File: config.mk
export PLATFORM = sky130hd
export DESIGN_NAME = nps_dist_unit
export DESIGN_NICKNAME = d
export VERILOG_FILES = /design/src/rtl/nps_pkg.sv /design/src/rtl/nps_dist_unit.sv
export SDC_FILE = /design/constraint.sdc
export NUM_CORES = 1
export LEC_CHECK = 0
export ABC_AREA = 1
export BUFFER_PORTS_ARGS = -buffer_cell sky130_fd_sc_hd__buf_2
export CAP_MARGIN = 10
export CORE_MARGIN = 10
export CORE_UTILIZATION = 65
export DETAILED_ROUTE_END_ITERATION = 8
export PLACE_DENSITY_LB_ADDON = 0.25
export SLEW_MARGIN = 40
export SYNTH_ARGS = -nofsm -noshare
export SYNTH_HDL_FRONTEND = slang
export SYNTH_SLANG_ARGS = --single-unit
File: constraint.sdc
create_clock -name clk -period 11.07 [get_ports clk]
set_input_delay 2.214 -clock clk [delete_from_list [all_inputs] [get_ports clk]]
set_output_delay 2.214 -clock clk [all_outputs]
set_load 0.1 [all_outputs]
File: src/rtl/nps_pkg.sv
// Shared types, constants and codes for the nearest-point search block.
package nps_pkg;

  localparam int MAX_POINTS = 1024;
  localparam int COORD_BITS = 16;
  localparam int IDX_BITS   = $clog2(MAX_POINTS);
  localparam int CNT_BITS   = $clog2(MAX_POINTS + 1);
  localparam int SQ_BITS    = 2 * COORD_BITS;
  localparam int DIST_BITS  = SQ_BITS + 1;
  localparam int LOAD_IDX_W = 10;
  localparam int ENTRY_BITS = 2 * COORD_BITS;

  // Request commands
  localparam logic CMD_LOAD  = 1'b0;
  localparam logic CMD_QUERY = 1'b1;

  typedef struct packed {
    logic                  cmd;
    logic [LOAD_IDX_W-1:0] load_index;
    logic [COORD_BITS-1:0] coord_x;
    logic [COORD_BITS-1:0] coord_y;
  } in_t;

  typedef struct packed {
    logic                  found;
    logic [LOAD_IDX_W-1:0] nearest_index;
    logic [COORD_BITS-1:0] nearest_x;
    logic [COORD_BITS-1:0] nearest_y;
    logic [DIST_BITS-1:0]  distance_squared;
  } out_t;

  // Tag that travels alongside each table read through the distance unit
  typedef struct packed {
    logic                valid;
    logic                last;
    logic [IDX_BITS-1:0] index;
  } tag_t;

  // Candidate leaving the distance unit
  typedef struct packed {
    tag_t                  tag;
    logic [DIST_BITS-1:0]  dsq;
    logic [COORD_BITS-1:0] px;
    logic [COORD_BITS-1:0] py;
  } cand_t;

  typedef enum logic [1:0] {
    ST_IDLE,
    ST_SCAN,
    ST_DRAIN
  } state_t;

endpackage

File: src/rtl/nps_dist_unit.sv
// Pipelined squared-distance unit shared by every table entry of a scan.
module nps_dist_unit (
  input  logic                           clk,
  input  logic                           rst,
  input  nps_pkg::tag_t                  issue,
  input  logic [nps_pkg::ENTRY_BITS-1:0] entry,
  input  logic [nps_pkg::COORD_BITS-1:0] qx,
  input  logic [nps_pkg::COORD_BITS-1:0] qy,
  output nps_pkg::cand_t                 cand
);
  import nps_pkg::*;

  tag_t                  tag_rd;
  tag_t                  tag_a;
  tag_t                  tag_b;
  logic [COORD_BITS-1:0] px_rd;
  logic [COORD_BITS-1:0] py_rd;
  logic [COORD_BITS-1:0] px_a;
  logic [COORD_BITS-1:0] py_a;
  logic [COORD_BITS-1:0] px_b;
  logic [COORD_BITS-1:0] py_b;
  logic [COORD_BITS-1:0] dx_a;
  logic [COORD_BITS-1:0] dy_a;
  logic [SQ_BITS-1:0]    sqx_b;
  logic [SQ_BITS-1:0]    sqy_b;

  assign px_rd = entry[ENTRY_BITS-1:COORD_BITS];
  assign py_rd = entry[COORD_BITS-1:0];

  // Tag pipeline: align with read data, then follow the two stages
  always_ff @(posedge clk) begin
    if (rst) begin
      tag_rd <= '0;
      tag_a  <= '0;
      tag_b  <= '0;
    end else begin
      tag_rd <= issue;
      tag_a  <= tag_rd;
      tag_b  <= tag_a;
    end
  end

  // Stage A: absolute differences
  always_ff @(posedge clk) begin
    px_a <= px_rd;
    py_a <= py_rd;
    dx_a <= (px_rd >= qx) ? (px_rd - qx) : (qx - px_rd);
    dy_a <= (py_rd >= qy) ? (py_rd - qy) : (qy - py_rd);
  end

  // Stage B: squares
  always_ff @(posedge clk) begin
    px_b  <= px_a;
    py_b  <= py_a;
    sqx_b <= SQ_BITS'(dx_a) * SQ_BITS'(dx_a);
    sqy_b <= SQ_BITS'(dy_a) * SQ_BITS'(dy_a);
  end

  // Sum of squares goes straight to the compare in the sequencer
  always_comb begin
    cand.tag = tag_b;
    cand.dsq = DIST_BITS'(sqx_b) + DIST_BITS'(sqy_b);
    cand.px  = px_b;
    cand.py  = py_b;
  end

endmodule

Word level (Yosys, flattened, before mapping)
Index checks and enable logic that the tools add are counted.
{"block": "word_totals", "romBits": 0, "word_cells": 28, "memories": 0, "input_bits": 78, "out_inout_bits": 77, "mem_bits_rw": 0, "register_bits": 196, "latchBits": 0}
{"block": "op_classes", "n_addsub": 5, "n_eq_ne": 0, "n_shift": 0, "n_mux": 2, "n_mul": 2, "div_mod_pow": 0, "n_reduce_logical": 0, "bitwise_logic": 0, "n_lt_le_gt_ge": 2}
{"cell": "multiplier 16 x 16 -> 32 bit", "count": 2}
{"cell": "subtractor 16 bit", "count": 4}
{"cell": "adder 32 x 32 -> 33 bit", "count": 1}
{"cell": "greater-or-equal comparator 16 bit", "count": 2}
{"cell": "two-way mux 16 bit", "count": 2}

Logic depth before layout (Yosys ltp)
{"block": "depth", "depth_word": 2, "mapped_depth": 27, "mapped_depth_nobuf": 25}

Worst setup path before layout
OpenSTA, ideal clock, no wires.
{"block": "synth_timing", "path_kind": "register -> register", "from": "register dx_a[11]", "to": "register sqx_b[27]", "required_ps": 10957, "synth_period_minus_slack_ps": 5176, "setup_time_ps": 113, "path_stages_with_launch": 21, "slack_ps": 5894, "path_buffers": 2, "t_arrival_ps": 5063, "cell_sequence": "dfxtp_1 -> clkbuf_1 -> clkbuf_1 -> nand2_1 -> fa_1 -> inv_1 -> fa_1 -> fa_1 -> fa_1 -> fa_1 -> inv_1 -> fa_1 -> inv_1 -> ha_1 -> nand2_1 -> nor2_1 -> inv_1 -> o21bai_1 -> nand2_1 -> nand4_1 -> nand2_1"}
{"block": "synth_via", "elab_chain_len": 1}
{"item": "from (decl)", "line": "nps_dist_unit.sv:22", "text": "logic [COORD_BITS-1:0] dx_a;"}
{"item": "from (signal assigned)", "line": "nps_dist_unit.sv:47", "text": "dx_a <= (px_rd >= qx) ? (px_rd - qx) : (qx - px_rd);"}
{"item": "multiplier 16 x 16 -> 32 bit", "line": "nps_dist_unit.sv:55", "text": "sqx_b <= SQ_BITS'(dx_a) * SQ_BITS'(dx_a);"}
{"item": "to (signal assigned)", "line": "nps_dist_unit.sv:55"}
{"item": "to (decl)", "line": "nps_dist_unit.sv:24", "text": "logic [SQ_BITS-1:0] sqx_b;"}
Every way passes these cells.
A chain may end at the register's enable or synchronous reset.

Worst setup path in the final report
{"block": "layout_timing", "from": "register dx_a[9]", "to": "register sqx_b[19]"}
Same word-level chain as after synthesis.

==> impl_summary.md <==
Outcome
The flow ran to the end, and the final reports show no timing, DRC or antenna violations.

Clock network
For this design, the CTS-stage hold fixing added 0 buffers. Clock-pin slew was measured on the worst setup and hold paths at 0.10 ns. The clock tree from TritonCTS is built. The number of buffers created by CTS is 17. The post-CTS resize count is 0.

Clock tree synthesis selected as its root buffer the cell clkbuf_16. In this run the deepest clock path goes through 2 buffers. The depth of the CTS H-tree is 4. The post-CTS setup buffer count is 0. The tree built by TritonCTS fans out to 194 sinks.

Clock latency on the worst-skew pair, taken at its later pin, is 0.49 ns.

Run
The number of max-cap violations is 0.

Placement
The post-placement worst setup slack is 5.35 ns. Detailed placement ended at an HPWL of 50.1 mm. The global placement routability congestion is 0.945. During placement, the flow inserted port buffers numbering 154.

Synthesis
Synthesis produced a netlist with a net count of 4479. In this run, synthesis inferred 0 flip-flops with an integrated enable. The cell area that synthesis handed to floorplanning was 26400 µm². In this run the mean area of a mapped cell was 6.99 µm². After synthesis, the netlist uses 37 different library cells. Counting flops with an async set or reset pin after synthesis yields a share of 0. The count of state elements after synthesis is 194. The primary flip-flop cell chosen by synthesis mapping is dfxtp_1. The share of the yosys chip area belonging to registers is 0.147. The number of warnings reported in the yosys synthesis log is 0. Synthesis handed over a netlist of 3780 instances.

Hold path
The worst min-delay path endpoint is py_b[10]. The min-delay analysis places its worst path in the category reg2reg. The startpoint of the most critical hold path is py_a[10]. Along the worst hold path, the cell count comes to 0.

Floorplan
The initial utilization of the core area, before any placement, comes to 0.660. The height of the chip is 222 µm. The core box area is 40000 µm². The area enclosed by the die boundary is 49100 µm². The total I/O pin count is 155. The horizontal die dimension is 222 µm. The floorplan has 73 rows.

STA
Setup violations remaining at the end of the flow were counted as 0. The max-slew violation total from the final report is 0. Setup repair after global routing left no endpoint under its margin. The post-route fraction of the period consumed by the critical path is 0.522.

The number of failing hold endpoints at the final stage came to 0. The relative slew slack is 0.453. The worst setup skew after layout is 0.0237 ns.

Derived from the worst setup path, the maximum achievable clock frequency is 173 MHz. The summed negative setup slack over all endpoints is 0 ns. On the final layout, the worst hold slack is 0.329 ns.

The transition time of the tightest slew-check pin is 0.820 ns. The setup slack after layout is 5.29 ns. For the finished layout, the period the worst path requires is 5.78 ns.

Critical path
The setup slack of the worst register-to-register path is 5.29 ns. In this run the critical register-to-register path is launched from dx_a[9]. The element type at the critical path end is a flop. The depth of the worst register-to-register path is 20. The worst setup path is launched from a flop.

The maximum fanout encountered on the critical timing path is 16. The type of the worst setup path is reg2reg. In this run the critical register-to-register path is captured at sqx_b[19].

The required time reported for the critical path endpoint is 11.42 ns. The arrival time reported for the critical path endpoint is 6.13 ns.

Routing
In the routed design, unresolved DRC markers number 0. The per-cell routed wire length is 13.3 µm. The number of DRC markers after the initial detailed-route iteration is 1214. Before antenna repair, the detailed router went through 9 iterations. The total detailed-routing wirelength is 58.6 mm. Using the TritonRoute via totals, the vias-per-cell ratio works out to 4.95. The post-detailed-route count of antenna-violating nets is 0. The number of vias in the routed layout is 21800.

Global routing
The residual overflow from global routing is 0. Entering global routing, the biggest net connects 37 pins. Across every metal layer, demand over resource in global routing totals 0.246. The initial antenna violation count is 0. The number of global-route vias before repair was 22200.

The first global-routing pass estimated 102 mm of wire.

Final layout
The number of antenna diodes is 0. The final layout contains 4568 nets. Relative to the synthesized area, the layout overhead comes to 6.54%. The filler cells instantiated in the layout total 3457. The share of layout cells above drive strength 1 is 0.0567.
routing by layer:
| layer | GRT usage | wire length [µm] | vias up |
|---|---|---|---|
| li1 | - | - | 11100 |
| met1 | 0.305 | 25300 | 10000 |
| met2 | 0.420 | 27800 | 622 |
| met3 | 0.0490 | 4040 | 82 |
| met4 | 0.0783 | 1560 | 0 |
| met5 | 0 | 0 | - |
cell usage in the layout (no fill, tap or decap), types with 25 or more instances in the layout:
master	netlist	routed
nand2_1	1151	1151
inv_1	1073	1073
fa_1	328	328
ha_1	293	293
nor2_1	195	195
dfxtp_1	194	194
buf_2	9	154
nand3_1	149	149
a21oi_1	100	100
xor2_1	72	72
xnor2_1	25	25
how the worst max path moves through the flow:
stage                  start        end  slack (ns)  depth (start not counted)
global route         dx_a[9]  sqx_b[31]        4.89                         21
finish               dx_a[9]  sqx_b[19]        5.29                         20
CTS                  dx_a[9]  sqx_b[31]        5.31                         21
floorplan           dx_a[11]  sqx_b[27]        5.89                         20
global placement     dx_a[9]  sqx_b[19]        5.41                         20
detailed placement   dx_a[3]  sqx_b[31]        5.35                         21
layout make-up:
type	instances	area, µm²	area share
multi-input combinational	2421	18100	0.643
clock buffer	17	425	0.0151
sequential	194	3880	0.138
timing repair buffer	155	778	0.0277
tap	525	657	0.0233
clock inverter	15	238	0.00845
inverter	1080	4050	0.144
registers in the layout, summed over array words and instances, names as in the netlist:
name    cells
px_a       16
cand       12
tag_a      12
sqx_b      31
tag_rd     12
dx_a       16
dy_a       16
sqy_b      31
px_b       16
py_b       16
py_a       16
synthesized netlist by cell type (2+ instances only):
library cell,count,area (µm²)
a21oi_1,100,500
a21oi_2,2,17.5
a31o_2,2,17.5
and2_1,6,37.5
buf_2,9,45.0
buf_6,4,45.0
clkbuf_1,66,248
clkbuf_2,5,25.0
dfxtp_1,194,3880
fa_1,328,6570
ha_1,293,3670
inv_1,1073,4030
inv_2,7,26.3
nand2_1,1151,4320
nand2_2,6,37.5
nand2_4,2,22.5
nand3_1,149,746
nand3_2,2,20.0
nand3b_1,2,15.0
nand4_1,20,125
nor2_1,195,732
nor2_2,2,12.5
nor2_4,3,33.8
nor3_1,8,40.0
o21ai_0,7,35.0
o21ai_1,14,70.1
o21bai_1,22,165
or2_2,4,25.0
xnor2_1,25,219
xor2_1,72,631
cells by family after synthesis:
group,count (synthesis),share of synthesized area
adders and majority gates,621,0.387
AOI/OAI and AO/OA,150,0.0316
xor gates and xnor gates,97,0.0322
buffers and inverters,1165,0.167
DFF,194,0.147
and+or+nand+nor,1553,0.234
critical path, cell delays in order (launching register included):
cell,delay [ns]
dfxtp_1,0.81
nand2_1,0.26
fa_1,0.58
inv_1,0.05
fa_1,0.53
inv_1,0.05
fa_1,0.39
inv_1,0.09
fa_1,0.45
fa_1,0.55
inv_1,0.05
fa_1,0.48
inv_1,0.04
ha_1,0.36
nand2_1,0.13
nor2_1,0.22
nand2_1,0.12
a31oi_1,0.26
nor2_1,0.08
nand2_1,0.06
nand2_1,0.07
stage by stage:
stage               instance area [µm²]  utilization  instances
floorplan                         26400            -       3780
global placement                  27500        0.687       4375
detailed placement                27500        0.687       4375
CTS                               28100        0.704       4407
global route                      28100        0.704       4407
finish                            28100        0.704       4407
Power is left out: the tool's default activity adds up to more than one toggle a clock period on the data nets, which glitch-free logic cannot reach.
